==> src/hw/rtl/focal_list_node_selector_assert.svh <==
// Assertion macros shared by the focal list node selector RTL.
// Each macro expects i_clk and i_rst_n to be visible in the including module.
`ifndef FOCAL_LIST_NODE_SELECTOR_ASSERT_SVH
`define FOCAL_LIST_NODE_SELECTOR_ASSERT_SVH

// Same-cycle implication, checked outside reset.
`define FLNS_ASSERT_IMPL(label, ante, cons, msg) \
    label: assert property (@(posedge i_clk) disable iff (!i_rst_n) (ante) |-> (cons)) \
        else $error(msg);

// Next-cycle implication, checked outside reset.
`define FLNS_ASSERT_NEXT(label, ante, cons, msg) \
    label: assert property (@(posedge i_clk) disable iff (!i_rst_n) (ante) |=> (cons)) \
        else $error(msg);

`endif

==> src/hw/rtl/flns_pkg.sv <==
// Types and constants of the focal list node selector.
// Used by flns_store, flns_cmp and focal_list_node_selector; depends on nothing.
`default_nettype none

package flns_pkg;

    localparam int unsigned FIELD_W   = 16;
    localparam int unsigned WEIGHT_W  = 12;
    localparam int unsigned BOUND_W   = FIELD_W + WEIGHT_W;
    localparam int unsigned HELD_W    = 7;
    localparam int unsigned CFG_IDX_W = 1;

    localparam logic [WEIGHT_W-1:0] WEIGHT_ONE   = 12'd256;
    localparam logic [WEIGHT_W-1:0] WEIGHT_RESET = 12'd256;
    localparam logic [FIELD_W-1:0]  LIMIT_RESET  = 16'd500;

    // Configuration register indexes.
    localparam logic [CFG_IDX_W-1:0] CFG_WEIGHT = 1'b0;
    localparam logic [CFG_IDX_W-1:0] CFG_LIMIT  = 1'b1;

    typedef enum logic [1:0] {
        REQ_INSERT = 2'd0,
        REQ_POP    = 2'd1,
        REQ_CLEAR  = 2'd2
    } t_req;

    typedef enum logic [1:0] {
        STS_OK    = 2'd0,
        STS_EMPTY = 2'd1,
        STS_FULL  = 2'd2,
        STS_LIMIT = 2'd3
    } t_status;

    typedef enum logic [1:0] {
        SCAN_FREE  = 2'd0,
        SCAN_MIN   = 2'd1,
        SCAN_FOCAL = 2'd2
    } t_scan;

    typedef struct packed {
        logic [FIELD_W-1:0] stamp;
        logic [FIELD_W-1:0] tag;
        logic [FIELD_W-1:0] conf;
        logic [FIELD_W-1:0] cost;
    } t_entry;

    typedef struct packed {
        logic   valid;
        t_entry ent;
    } t_slot;

    // Inputs of the shared compare unit.
    typedef struct packed {
        t_scan              mode;
        logic               have;
        t_entry             best;
        logic [BOUND_W-1:0] bound;
    } t_cmp_ctl;

endpackage

`default_nettype wire

==> src/hw/rtl/focal_list_node_selector.sv <==
// One request is handled at a time: an insert scans the table for a free slot, a pop scans
// for the minimum cost and then for the focal slot (unless it reports empty or limit), and a
// clear rewrites every slot. The next request is taken in the cycle after the result is
// registered. The scans are serial because the slot table has a single read port. After
// reset a clearing pass over every slot runs before the first request is taken;
// configuration writes are taken throughout.
`default_nettype none

module focal_list_node_selector #(
    parameter int unsigned TABLE_DEPTH = 64
) (
    input  wire logic        i_clk,
    input  wire logic        i_rst_n,
    // Input stream.
    input  wire logic        i_s_tvalid,
    output logic             o_s_tready,
    input  wire logic [47:0] i_s_tdata,  // node_cost, node_conflicts, node_tag
    input  wire logic [1:0]  i_s_tuser,  // req_type
    // Result stream.
    output logic             o_m_tvalid,
    input  wire logic        i_m_tready,
    output logic [55:0]      o_m_tdata,  // out_tag, out_cost, out_conflicts, entries_held, pad
    output logic [1:0]       o_m_tuser,  // status
    // Configuration write channel.
    input  wire logic        i_cfg_valid,
    output logic             o_cfg_ready,
    input  wire logic [flns_pkg::CFG_IDX_W-1:0] i_cfg_index,
    input  wire logic [15:0] i_cfg_data
);

    `include "focal_list_node_selector_assert.svh"

    localparam int unsigned AW = (TABLE_DEPTH > 1) ? $clog2(TABLE_DEPTH) : 1;
    localparam int unsigned CW = $clog2(TABLE_DEPTH + 1);
    localparam logic [AW:0]   SCAN_END  = (AW+1)'(TABLE_DEPTH);
    localparam logic [AW:0]   CLEAR_END = (AW+1)'(TABLE_DEPTH - 1);
    localparam logic [CW-1:0] HELD_MAX  = CW'(TABLE_DEPTH);

    typedef enum logic [2:0] {
        ST_CLEAR,
        ST_IDLE,
        ST_SCAN,
        ST_MUL,
        ST_INSERT,
        ST_REMOVE,
        ST_RESP
    } t_state;

    t_state r_state, n_state;
    flns_pkg::t_scan r_mode, n_mode;
    logic [AW:0]   r_cnt, n_cnt;
    logic          r_dv, n_dv;
    logic [AW-1:0] r_didx, n_didx;
    logic          r_have, n_have;
    flns_pkg::t_entry r_best, n_best;
    logic [AW-1:0] r_best_idx, n_best_idx;
    logic [flns_pkg::BOUND_W-1:0] r_bound, n_bound;
    logic [15:0]   r_in_cost, n_in_cost;
    logic [15:0]   r_in_conf, n_in_conf;
    logic [15:0]   r_in_tag, n_in_tag;
    logic [15:0]   r_stamp, n_stamp;
    logic [15:0]   r_pops, n_pops;
    logic [CW-1:0] r_held, n_held;
    logic          r_clr_rsp, n_clr_rsp;
    flns_pkg::t_status r_rsp_sts, n_rsp_sts;
    logic          r_rsp_pop, n_rsp_pop;
    logic          r_m_tvalid, n_m_tvalid;
    logic [55:0]   r_m_tdata, n_m_tdata;
    logic [1:0]    r_m_tuser, n_m_tuser;
    logic [flns_pkg::WEIGHT_W-1:0] r_weight;
    logic [15:0]   r_limit;

    logic          w_we;
    logic [AW-1:0] w_waddr;
    flns_pkg::t_slot w_wdata;
    flns_pkg::t_slot w_rdata;
    flns_pkg::t_cmp_ctl w_ctl;
    logic          w_take;
    logic [flns_pkg::WEIGHT_W-1:0] w_weight;
    logic [CW+6:0] w_held_wide;
    logic [15:0]   w_tag, w_cost, w_conf;

    flns_store #(
        .DEPTH (TABLE_DEPTH),
        .AW    (AW)
    ) u_store (
        .i_clk   (i_clk),
        .i_we    (w_we),
        .i_waddr (w_waddr),
        .i_wdata (w_wdata),
        .i_raddr (r_cnt[AW-1:0]),
        .o_rdata (w_rdata)
    );

    assign w_ctl.mode  = r_mode;
    assign w_ctl.have  = r_have;
    assign w_ctl.best  = r_best;
    assign w_ctl.bound = r_bound;

    flns_cmp u_cmp (
        .i_slot (w_rdata),
        .i_ctl  (w_ctl),
        .o_take (w_take)
    );

    // Weights below one are treated as one, so minimum-cost slots are always focal.
    assign w_weight    = (r_weight < flns_pkg::WEIGHT_ONE) ? flns_pkg::WEIGHT_ONE : r_weight;
    assign w_held_wide = {7'b0000000, r_held};
    assign w_tag       = r_rsp_pop ? r_best.tag  : 16'h0000;
    assign w_cost      = r_rsp_pop ? r_best.cost : 16'h0000;
    assign w_conf      = r_rsp_pop ? r_best.conf : 16'h0000;

    assign o_s_tready  = (r_state == ST_IDLE);
    assign o_m_tvalid  = r_m_tvalid;
    assign o_m_tdata   = r_m_tdata;
    assign o_m_tuser   = r_m_tuser;
    assign o_cfg_ready = 1'b1;

    always_comb begin
        n_state    = r_state;
        n_mode     = r_mode;
        n_cnt      = r_cnt;
        n_dv       = 1'b0;
        n_didx     = r_didx;
        n_have     = r_have;
        n_best     = r_best;
        n_best_idx = r_best_idx;
        n_bound    = r_bound;
        n_in_cost  = r_in_cost;
        n_in_conf  = r_in_conf;
        n_in_tag   = r_in_tag;
        n_stamp    = r_stamp;
        n_pops     = r_pops;
        n_held     = r_held;
        n_clr_rsp  = r_clr_rsp;
        n_rsp_sts  = r_rsp_sts;
        n_rsp_pop  = r_rsp_pop;
        n_m_tvalid = r_m_tvalid && !i_m_tready;
        n_m_tdata  = r_m_tdata;
        n_m_tuser  = r_m_tuser;
        w_we       = 1'b0;
        w_waddr    = r_cnt[AW-1:0];
        w_wdata    = '0;

        case (r_state)
            ST_CLEAR: begin
                w_we  = 1'b1;
                n_cnt = r_cnt + 1'b1;
                if (r_cnt == CLEAR_END) begin
                    n_state   = r_clr_rsp ? ST_RESP : ST_IDLE;
                    n_rsp_sts = flns_pkg::STS_OK;
                    n_rsp_pop = 1'b0;
                end
            end
            ST_IDLE: begin
                n_cnt     = '0;
                n_have    = 1'b0;
                n_rsp_pop = 1'b0;
                n_rsp_sts = flns_pkg::STS_OK;
                n_in_cost = i_s_tdata[15:0];
                n_in_conf = i_s_tdata[31:16];
                n_in_tag  = i_s_tdata[47:32];
                if (i_s_tvalid) begin
                    case (flns_pkg::t_req'(i_s_tuser))
                        flns_pkg::REQ_INSERT: begin
                            n_mode  = flns_pkg::SCAN_FREE;
                            n_state = ST_SCAN;
                        end
                        flns_pkg::REQ_POP: begin
                            n_mode  = flns_pkg::SCAN_MIN;
                            n_state = ST_SCAN;
                        end
                        flns_pkg::REQ_CLEAR: begin
                            n_stamp   = '0;
                            n_pops    = '0;
                            n_held    = '0;
                            n_clr_rsp = 1'b1;
                            n_state   = ST_CLEAR;
                        end
                        default: begin
                            n_state = ST_RESP;
                        end
                    endcase
                end
            end
            ST_SCAN: begin
                // Address r_cnt is issued now; the slot read last cycle is judged now.
                if (r_cnt != SCAN_END) begin
                    n_cnt  = r_cnt + 1'b1;
                    n_dv   = 1'b1;
                    n_didx = r_cnt[AW-1:0];
                end
                if (r_dv && w_take) begin
                    n_best     = w_rdata.ent;
                    n_best_idx = r_didx;
                    n_have     = 1'b1;
                end
                if (r_cnt == SCAN_END) begin
                    case (r_mode)
                        flns_pkg::SCAN_FREE: begin
                            n_state = ST_INSERT;
                        end
                        flns_pkg::SCAN_MIN: begin
                            if (!n_have) begin
                                n_rsp_sts = flns_pkg::STS_EMPTY;
                                n_state   = ST_RESP;
                            end else if (r_pops >= r_limit) begin
                                n_rsp_sts = flns_pkg::STS_LIMIT;
                                n_state   = ST_RESP;
                            end else begin
                                n_state = ST_MUL;
                            end
                        end
                        default: begin
                            n_state = ST_REMOVE;
                        end
                    endcase
                end
            end
            ST_MUL: begin
                n_bound = r_best.cost * w_weight;
                n_mode  = flns_pkg::SCAN_FOCAL;
                n_cnt   = '0;
                n_have  = 1'b0;
                n_state = ST_SCAN;
            end
            ST_INSERT: begin
                if (r_have) begin
                    w_we      = 1'b1;
                    w_waddr   = r_best_idx;
                    w_wdata   = {1'b1, r_stamp, r_in_tag, r_in_conf, r_in_cost};
                    n_stamp   = r_stamp + 1'b1;
                    n_held    = r_held + 1'b1;
                    n_rsp_sts = flns_pkg::STS_OK;
                end else begin
                    n_rsp_sts = flns_pkg::STS_FULL;
                end
                n_state = ST_RESP;
            end
            ST_REMOVE: begin
                w_we      = 1'b1;
                w_waddr   = r_best_idx;
                w_wdata   = {1'b0, r_best};
                n_held    = r_held - 1'b1;
                n_pops    = r_pops + 1'b1;
                n_rsp_sts = flns_pkg::STS_OK;
                n_rsp_pop = 1'b1;
                n_state   = ST_RESP;
            end
            ST_RESP: begin
                if (!r_m_tvalid || i_m_tready) begin
                    n_m_tvalid = 1'b1;
                    n_m_tdata  = {1'b0, w_held_wide[6:0], w_conf, w_cost, w_tag};
                    n_m_tuser  = r_rsp_sts;
                    n_clr_rsp  = 1'b0;
                    n_state    = ST_IDLE;
                end
            end
            default: begin
                n_state = ST_IDLE;
            end
        endcase
    end

    always_ff @(posedge i_clk) begin
        if (!i_rst_n) begin
            r_state    <= ST_CLEAR;
            r_mode     <= flns_pkg::SCAN_FREE;
            r_cnt      <= '0;
            r_dv       <= 1'b0;
            r_have     <= 1'b0;
            r_stamp    <= '0;
            r_pops     <= '0;
            r_held     <= '0;
            r_clr_rsp  <= 1'b0;
            r_rsp_sts  <= flns_pkg::STS_OK;
            r_rsp_pop  <= 1'b0;
            r_m_tvalid <= 1'b0;
        end else begin
            r_state    <= n_state;
            r_mode     <= n_mode;
            r_cnt      <= n_cnt;
            r_dv       <= n_dv;
            r_have     <= n_have;
            r_stamp    <= n_stamp;
            r_pops     <= n_pops;
            r_held     <= n_held;
            r_clr_rsp  <= n_clr_rsp;
            r_rsp_sts  <= n_rsp_sts;
            r_rsp_pop  <= n_rsp_pop;
            r_m_tvalid <= n_m_tvalid;
        end
        r_didx     <= n_didx;
        r_best     <= n_best;
        r_best_idx <= n_best_idx;
        r_bound    <= n_bound;
        r_in_cost  <= n_in_cost;
        r_in_conf  <= n_in_conf;
        r_in_tag   <= n_in_tag;
        r_m_tdata  <= n_m_tdata;
        r_m_tuser  <= n_m_tuser;
    end

    // Configuration registers.
    always_ff @(posedge i_clk) begin
        if (!i_rst_n) begin
            r_weight <= flns_pkg::WEIGHT_RESET;
            r_limit  <= flns_pkg::LIMIT_RESET;
        end else if (i_cfg_valid) begin
            case (i_cfg_index)
                flns_pkg::CFG_WEIGHT: r_weight <= i_cfg_data[flns_pkg::WEIGHT_W-1:0];
                flns_pkg::CFG_LIMIT:  r_limit  <= i_cfg_data;
                default:              r_limit  <= r_limit;
            endcase
        end
    end

    `FLNS_ASSERT_NEXT(a_busy_after_accept, i_s_tvalid && o_s_tready, !o_s_tready,
        "request accepted but input still ready next cycle")
    `FLNS_ASSERT_IMPL(a_insert_has_room, (r_state == ST_INSERT) && r_have, r_held < HELD_MAX,
        "free slot found while the table counts as full")
    `FLNS_ASSERT_IMPL(a_focal_found, r_state == ST_REMOVE, r_have,
        "focal pass ended without a candidate")
    `FLNS_ASSERT_NEXT(a_remove_count, r_state == ST_REMOVE, r_held == $past(r_held) - 1'b1,
        "held count not reduced by a successful pop")

endmodule

`default_nettype wire

==> src/hw/rtl/flns_store.sv <==
// Slot table of the focal list node selector: one write and one registered read port.
// Depends on flns_pkg for the slot type.
`default_nettype none

module flns_store #(
    parameter int unsigned DEPTH = 64,
    parameter int unsigned AW    = 6
) (
    input  wire logic             i_clk,
    input  wire logic             i_we,
    input  wire logic [AW-1:0]    i_waddr,
    input  wire flns_pkg::t_slot  i_wdata,
    input  wire logic [AW-1:0]    i_raddr,
    output flns_pkg::t_slot       o_rdata
);

    flns_pkg::t_slot r_mem [DEPTH];
    flns_pkg::t_slot r_rdata;

    always_ff @(posedge i_clk) begin
        if (i_we) begin
            r_mem[i_waddr] <= i_wdata;
        end
    end

    always_ff @(posedge i_clk) begin
        r_rdata <= r_mem[i_raddr];
    end

    assign o_rdata = r_rdata;

endmodule

`default_nettype wire

==> src/hw/rtl/flns_cmp.sv <==
// Shared compare unit: decides whether the slot just read replaces the current best.
// Serves the free-slot, minimum-cost and focal passes; depends on flns_pkg.
`default_nettype none

module flns_cmp (
    input  wire flns_pkg::t_slot    i_slot,
    input  wire flns_pkg::t_cmp_ctl i_ctl,
    output logic                    o_take
);

    logic                         w_cost_lt;
    logic                         w_cost_eq;
    logic                         w_better;
    logic                         w_focal;
    logic [flns_pkg::BOUND_W-1:0] w_scaled;

    assign w_cost_lt = i_slot.ent.cost < i_ctl.best.cost;
    assign w_cost_eq = i_slot.ent.cost == i_ctl.best.cost;
    // Fewest conflicts first, then lower cost, then the earlier stamp.
    assign w_better  = (i_slot.ent.conf < i_ctl.best.conf) ||
                       ((i_slot.ent.conf == i_ctl.best.conf) &&
                        (w_cost_lt || (w_cost_eq && (i_slot.ent.stamp < i_ctl.best.stamp))));
    assign w_scaled  = {4'b0000, i_slot.ent.cost, 8'h00};
    assign w_focal   = w_scaled <= i_ctl.bound;

    always_comb begin
        case (i_ctl.mode)
            flns_pkg::SCAN_FREE:  o_take = !i_slot.valid && !i_ctl.have;
            flns_pkg::SCAN_MIN:   o_take = i_slot.valid && (!i_ctl.have || w_cost_lt);
            flns_pkg::SCAN_FOCAL: o_take = i_slot.valid && w_focal && (!i_ctl.have || w_better);
            default:              o_take = 1'b0;
        endcase
    end

endmodule

`default_nettype wire
==> config.mk <==
export PLATFORM = sky130hd
export DESIGN_NAME = focal_list_node_selector
export DESIGN_NICKNAME = d
export VERILOG_FILES = /design/src/hw/rtl/flns_pkg.sv /design/src/hw/rtl/focal_list_node_selector.sv /design/src/hw/rtl/flns_store.sv /design/src/hw/rtl/flns_cmp.sv
export VERILOG_INCLUDE_DIRS = /design/src /design/src/hw/rtl
export SDC_FILE = /design/constraint.sdc
export NUM_CORES = 2
export LEC_CHECK = 0
export BUFFER_PORTS_ARGS = -buffer_cell sky130_fd_sc_hd__buf_2
export CAP_MARGIN = 25
export CORE_MARGIN = 8
export CORE_UTILIZATION = 36
export DETAILED_ROUTE_END_ITERATION = 6
export HOLD_SLACK_MARGIN = 0.02
export PLACE_DENSITY = 0.62
export SYNTH_ARGS = -nofsm -noshare
export SYNTH_HDL_FRONTEND = slang
export SYNTH_MEMORY_MAX_BITS = 65536
export SYNTH_SLANG_ARGS = --single-unit
export TNS_END_PERCENT = 5
==> constraint.sdc <==
create_clock -name i_clk -period 15.7 [get_ports i_clk]
set_input_delay 3.14 -clock i_clk [delete_from_list [all_inputs] [get_ports i_clk]]
set_output_delay 3.14 -clock i_clk [all_outputs]
set_load 0.01 [all_outputs]
==> flow_summary.html <==
<table>
<tr><th>Metric</th><th>Value</th></tr>
<tr><th colspan="2">Clock network</th></tr>
<tr><td>CTS tree</td><td>done</td></tr>
<tr><td>Quantity of gates resized following cts</td><td>0</td></tr>
<tr><td>Post-cts hold buffer count</td><td>0</td></tr>
<tr><td>Number of buffers added by the clock tree synthesis step</td><td>431</td></tr>
<tr><td>Register clock-pin slew on the reported worst setup and hold paths</td><td>0.06 ns</td></tr>
<tr><td>Level count of the clock H-tree</td><td>5</td></tr>
<tr><td>Root Buffer</td><td>sky130_fd_sc_hd__clkbuf_16</td></tr>
<tr><td>Clock latency on the worst-skew pair</td><td>1.03 ns</td></tr>
<tr><td>Number of post-CTS setup repair buffers</td><td>0</td></tr>
<tr><td>Clock Sinks</td><td>4520</td></tr>
<tr><td>Clock Tree Buf Depth</td><td>4</td></tr>
<tr><th colspan="2">Timing</th></tr>
<tr><td>Setup repair after global routing missed its margin</td><td>false</td></tr>
<tr><td>Min Tclk post-route</td><td>7.01 ns</td></tr>
<tr><td>Headroom to the max-slew limit</td><td>0.178</td></tr>
<tr><td>Final number of max-transition violations</td><td>0</td></tr>
<tr><td>Final cycle utilization of the critical path</td><td>0.446</td></tr>
<tr><td>Setup Total Neg Slack</td><td>0 ns</td></tr>
<tr><td>Pin slew with the least headroom to its limit</td><td>1.23 ns</td></tr>
<tr><td>Max Clk Rate</td><td>0.143 GHz</td></tr>
<tr><td>Total of endpoints with negative setup slack in the final report</td><td>0</td></tr>
<tr><td>Worst Hold Slack</td><td>0.404 ns</td></tr>
<tr><td>Hold Fails Final Rpt</td><td>0</td></tr>
<tr><td>Clock skew after layout</td><td>0.0843 ns</td></tr>
<tr><th colspan="2">Outcome</th></tr>
<tr><td>Result of the run</td><td>finished with violations</td></tr>
<tr><td>Failing checks</td><td>design-rule violations</td></tr>
<tr><th colspan="2">Power and ir drop</th></tr>
<tr><td>Leakage power</td><td>0.0646 uW</td></tr>
<tr><td>Sw frac</td><td>0.232</td></tr>
<tr><td>NetSw</td><td>6150 uW</td></tr>
<tr><td>Sequential Power Share</td><td>0.509</td></tr>
<tr><td>Pwr dens</td><td>130 mW/mm^2</td></tr>
<tr><td>Pwr Total</td><td>26500 uW</td></tr>
<tr><td>Clock share of power</td><td>0.390</td></tr>
<tr><td>Int Pwr</td><td>20300 uW</td></tr>
<tr><td>Combinational fraction of design power</td><td>0.101</td></tr>
<tr><td>IR drop worst, VDD</td><td>0.0989 mV</td></tr>
<tr><th colspan="2">Yosys</th></tr>
<tr><td>Netlist area before placement</td><td>0.179 mm^2</td></tr>
<tr><td>Sequential cell area fraction in the yosys report</td><td>0.752</td></tr>
<tr><td>EDFF count, synth</td><td>4369</td></tr>
<tr><td>Synth Register Bits</td><td>4520</td></tr>
<tr><td>Synthesized area divided by synthesized cell count</td><td>21.8 um^2</td></tr>
<tr><td>Synth unique cells</td><td>71</td></tr>
<tr><td>Commonest register cell after synthesis</td><td>sky130_fd_sc_hd__edfxtp_1</td></tr>
<tr><td>Share of the synthesized area in the top cell type</td><td>0.735</td></tr>
<tr><td>Synth top area cells</td><td>sky130_fd_sc_hd__edfxtp_1, sky130_fd_sc_hd__mux4_2, sky130_fd_sc_hd__dfxtp_1</td></tr>
<tr><td>Fraction of registers with async set/reset</td><td>0</td></tr>
<tr><td>Number of cells produced by synthesis</td><td>8185</td></tr>
<tr><td>Top cell type by total area after synthesis</td><td>sky130_fd_sc_hd__edfxtp_1</td></tr>
<tr><td>Number of nets in the synthesized netlist</td><td>8552</td></tr>
<tr><td>Synthesis warning total</td><td>0</td></tr>
<tr><th colspan="2">Die</th></tr>
<tr><td>Number of I/O pins</td><td>133</td></tr>
<tr><td>Number of rows in the core area</td><td>258</td></tr>
<tr><td>Effective utilization at floorplan</td><td>0.362</td></tr>
<tr><td>Die X-Extent</td><td>720 um</td></tr>
<tr><td>Die boundary height</td><td>720 um</td></tr>
<tr><td>Die area</td><td>0.519 mm^2</td></tr>
<tr><td>Core region area</td><td>0.494 mm^2</td></tr>
<tr><th colspan="2">GRT</th></tr>
<tr><td>Vias in the first global route</td><td>89400</td></tr>
<tr><td>Global router's overall resource usage</td><td>0.190</td></tr>
<tr><td>Maximum number of pins on one net before global-route repair</td><td>130</td></tr>
<tr><td>Total gr overflow</td><td>0</td></tr>
<tr><td>Number of antenna violations at the first check in global routing</td><td>21</td></tr>
<tr><td>First-pass GRT wire length</td><td>704 mm</td></tr>
<tr><th colspan="2">Critical path</th></tr>
<tr><td>Req. time, crit path</td><td>16.44 ns</td></tr>
<tr><td>Critical-path cell with the highest stage delay</td><td>sky130_fd_sc_hd__dfxtp_1</td></tr>
<tr><td>Arrival time worst endpoint</td><td>7.75 ns</td></tr>
<tr><td>Startpoint type of the worst setup path</td><td>register</td></tr>
<tr><td>FF-to-FF setup slack</td><td>8.69 ns</td></tr>
<tr><td>Start-to-end type of the worst setup path</td><td>register to register</td></tr>
<tr><td>Ordered list of cells on the worst path</td><td>nor4_1, buf_4, nor2b_1, buf_6, nand2_1, fa_1, inv_1, fa_1, fa_1, fa_1, inv_1, fa_1, inv_1, ha_1, or3_1, or3_1, nor3_1, nor3b_1, or2_2, xnor2_1</td></tr>
<tr><td>Combined buffer and inverter count along the critical path</td><td>5</td></tr>
<tr><td>Largest incremental delay on the critical path</td><td>0.75 ns</td></tr>
<tr><td>Crit-path leading delay family</td><td>adder cells</td></tr>
<tr><td>Crit-path most repeated cell</td><td>sky130_fd_sc_hd__fa_1</td></tr>
<tr><td>Maximum net fanout on the critical path</td><td>18</td></tr>
<tr><td>Worst Setup End Kind</td><td>register</td></tr>
<tr><th colspan="2">Routing</th></tr>
<tr><td>Met2 wire len</td><td>246 mm</td></tr>
<tr><td>Post-DR vias/cell</td><td>5.72</td></tr>
<tr><td>Vias</td><td>89000</td></tr>
<tr><td>Uppermost layer routed</td><td>met5</td></tr>
<tr><td>Routed met3 length</td><td>49.9 mm</td></tr>
<tr><td>Post-Route WL</td><td>508 mm</td></tr>
<tr><td>Remaining antenna violation count</td><td>0</td></tr>
<tr><td># DRC</td><td>2</td></tr>
<tr><td>Routed metal-1 wire length</td><td>194 mm</td></tr>
<tr><td>Wire per inst</td><td>32.7 um</td></tr>
<tr><td>DR pass1 iterations</td><td>7</td></tr>
<tr><td>Iteration-0 DRC count of the detailed router</td><td>12400</td></tr>
<tr><th colspan="2">Final layout</th></tr>
<tr><td>Fraction of final layout cells sized beyond drive strength 1</td><td>0.276</td></tr>
<tr><td>Synthesis-to-layout area growth</td><td>14.0%</td></tr>
<tr><td>Fin nets</td><td>9039</td></tr>
<tr><th colspan="2">Placed design</th></tr>
<tr><td>Final weighted congestion in routability-driven placement</td><td>0.834</td></tr>
<tr><td>Detailed-placement wirelength estimate</td><td>274 mm</td></tr>
<tr><td>PortBufs</td><td>130</td></tr>
<tr><th colspan="2">Job</th></tr>
<tr><td>Max-cap violation count</td><td>0</td></tr>
<tr><th colspan="2">Hold path</th></tr>
<tr><td>Worst hold-check path type</td><td>register to register</td></tr>
</table>
-- cells by family after synthesis --
| logic type | synth area share |
|---|---|
| buffers and inverters | 0.0161 |
| flip-flops | 0.752 |
| AND/OR/NAND/NOR | 0.0205 |
| multiplexers | 0.166 |
| adder cells (fa/ha/maj) | 0.0266 |
| AO/OA/AOI/OAI | 0.0169 |
| XOR/XNOR | 0.00216 |
| other | 0.0000421 |
-- power groups by stage --
stage / Combinational (uW) / Sequential, uW / Clock [uW]
final: 2670 / 13500 / 10300
after global routing: 2850 / 13500 / 10900
after CTS: 2700 / 13500 / 10500
after detailed placement: 2680 / 13700 / 0
after global placement: 2660 / 13700 / 0
after floorplan: 1960 / 13600 / 0
-- registers in the layout (all words and copies together), names as in the netlist, 6 cells and up --
signal           flops
r_pops              16
u_store.r_mem     4160
u_store.o_rdata     65
r_limit             16
r_best_idx           6
r_didx               6
r_stamp             16
r_held               7
r_best              64
r_weight            12
r_in_conf           16
r_in_cost           16
r_cnt                7
o_m_tdata           55
r_bound             28
r_in_tag            16
-- worst reg2reg max path, stage by stage (launching register included) --
cell and delay [ns]:
sky130_fd_sc_hd__dfxtp_1 0.75, sky130_fd_sc_hd__nor4_1 0.15, sky130_fd_sc_hd__buf_4 0.20, sky130_fd_sc_hd__nor2b_1 0.55
sky130_fd_sc_hd__buf_6 0.24, sky130_fd_sc_hd__nand2_1 0.10, sky130_fd_sc_hd__fa_1 0.57, sky130_fd_sc_hd__inv_1 0.06
sky130_fd_sc_hd__fa_1 0.48, sky130_fd_sc_hd__fa_1 0.50, sky130_fd_sc_hd__fa_1 0.50, sky130_fd_sc_hd__inv_1 0.05
sky130_fd_sc_hd__fa_1 0.48, sky130_fd_sc_hd__inv_1 0.05, sky130_fd_sc_hd__ha_1 0.23, sky130_fd_sc_hd__or3_1 0.41
sky130_fd_sc_hd__or3_1 0.32, sky130_fd_sc_hd__nor3_1 0.46, sky130_fd_sc_hd__nor3b_1 0.16, sky130_fd_sc_hd__or2_2 0.37
sky130_fd_sc_hd__xnor2_1 0.16
-- metal layers --
layer  up-vias  global-route usage
met5         -                   0
met4        10              0.0573
met3       843              0.0401
met2      4874               0.315
met1     48500               0.252
li1      34800                   -
-- synth_stat cells, types with 4 or more instances --
master                     count
sky130_fd_sc_hd__a211oi_1     38
sky130_fd_sc_hd__a21o_1       20
sky130_fd_sc_hd__a21oi_1     115
sky130_fd_sc_hd__a221oi_1      4
sky130_fd_sc_hd__a22o_1       19
sky130_fd_sc_hd__a22oi_1       9
sky130_fd_sc_hd__a31oi_1      27
sky130_fd_sc_hd__and2_1      110
sky130_fd_sc_hd__and3_1        7
sky130_fd_sc_hd__and4_1        4
sky130_fd_sc_hd__buf_1        41
sky130_fd_sc_hd__buf_2       132
sky130_fd_sc_hd__buf_4        19
sky130_fd_sc_hd__buf_6         5
sky130_fd_sc_hd__clkbuf_1    204
sky130_fd_sc_hd__clkinv_1      4
sky130_fd_sc_hd__dfxtp_1     151
sky130_fd_sc_hd__edfxtp_1   4369
sky130_fd_sc_hd__fa_1        141
sky130_fd_sc_hd__ha_1        154
sky130_fd_sc_hd__inv_1       288
sky130_fd_sc_hd__mux2i_1      89
sky130_fd_sc_hd__mux4_2     1276
sky130_fd_sc_hd__nand2_1     335
sky130_fd_sc_hd__nand2b_1     13
sky130_fd_sc_hd__nand3_1      32
sky130_fd_sc_hd__nand4_1      18
sky130_fd_sc_hd__nor2_1      144
sky130_fd_sc_hd__nor2b_1      51
sky130_fd_sc_hd__nor3_1       23
sky130_fd_sc_hd__nor4_1        7
sky130_fd_sc_hd__o211ai_1     13
sky130_fd_sc_hd__o21a_1       10
sky130_fd_sc_hd__o21ai_0     132
sky130_fd_sc_hd__o21bai_1      7
sky130_fd_sc_hd__o221ai_1     21
sky130_fd_sc_hd__o22ai_1      30
sky130_fd_sc_hd__o31ai_1      11
sky130_fd_sc_hd__or2_2         5
sky130_fd_sc_hd__or3_1        21
sky130_fd_sc_hd__xnor2_1      26
sky130_fd_sc_hd__xor2_1       18
-- final timing paths --
check | from | endpoint | cells after the start
worst max-delay path | r_weight[11] | r_bound[24] | 20
worst min-delay path | u_store.o_rdata[47] | r_best[47] | 0
worst max register to register | r_weight[11] | r_bound[24] | 20
worst min register to register | u_store.o_rdata[47] | r_best[47] | 0
-- cell usage in the layout (no fill, tap or decap), drive strengths merged, types with 11 or more instances in the layout --
cell,netlist,layout
a22o,19,19
a21o,20,20
nor3,24,24
mux2i,89,89
dfxtp,151,151
nand2b,13,13
or3,21,21
mux4,1276,1276
o221ai,21,21
nand2,335,335
o21ai,132,132
a31oi,27,27
clkinv,4,203
a21oi,115,115
bufinv,0,36
nand3,32,32
and2,111,111
fa,141,141
nand4,18,18
o31ai,11,11
edfxtp,4369,4369
buf,197,455
xnor2,26,26
ha,154,154
nor2b,51,51
a211oi,38,38
clkbuf,204,547
o22ai,30,30
xor2,18,18
inv,290,301
nor2,144,144
o211ai,13,13
-- metrics by stage --
step	cell area [um^2]	cells	util	setup slack [ns]
3_3_place_gp	189000	14700	0.383	8.49
4_1_cts	203000	15500	0.412	8.76
5_1_grt	204000	15500	0.412	8.40
6_report	204000	15600	0.412	8.69
2_1_floorplan	179000	8185	-	7.12
3_5_place_dp	189000	14700	0.384	8.77
-- layout make-up --
| type | count | area (um^2) |
|---|---|---|
| fill | 42500 | 290000 |
| sequential | 4520 | 134000 |
| multi-input combinational | 2970 | 42500 |
| clock buffer | 547 | 11500 |
| tap | 6500 | 8130 |
| timing repair buffer | 455 | 3630 |
| clock inverter | 256 | 2530 |
| inverter | 294 | 1110 |
| antenna | 10 | 25.0 |
No activity file was read; power rests on OpenSTA's default activity.
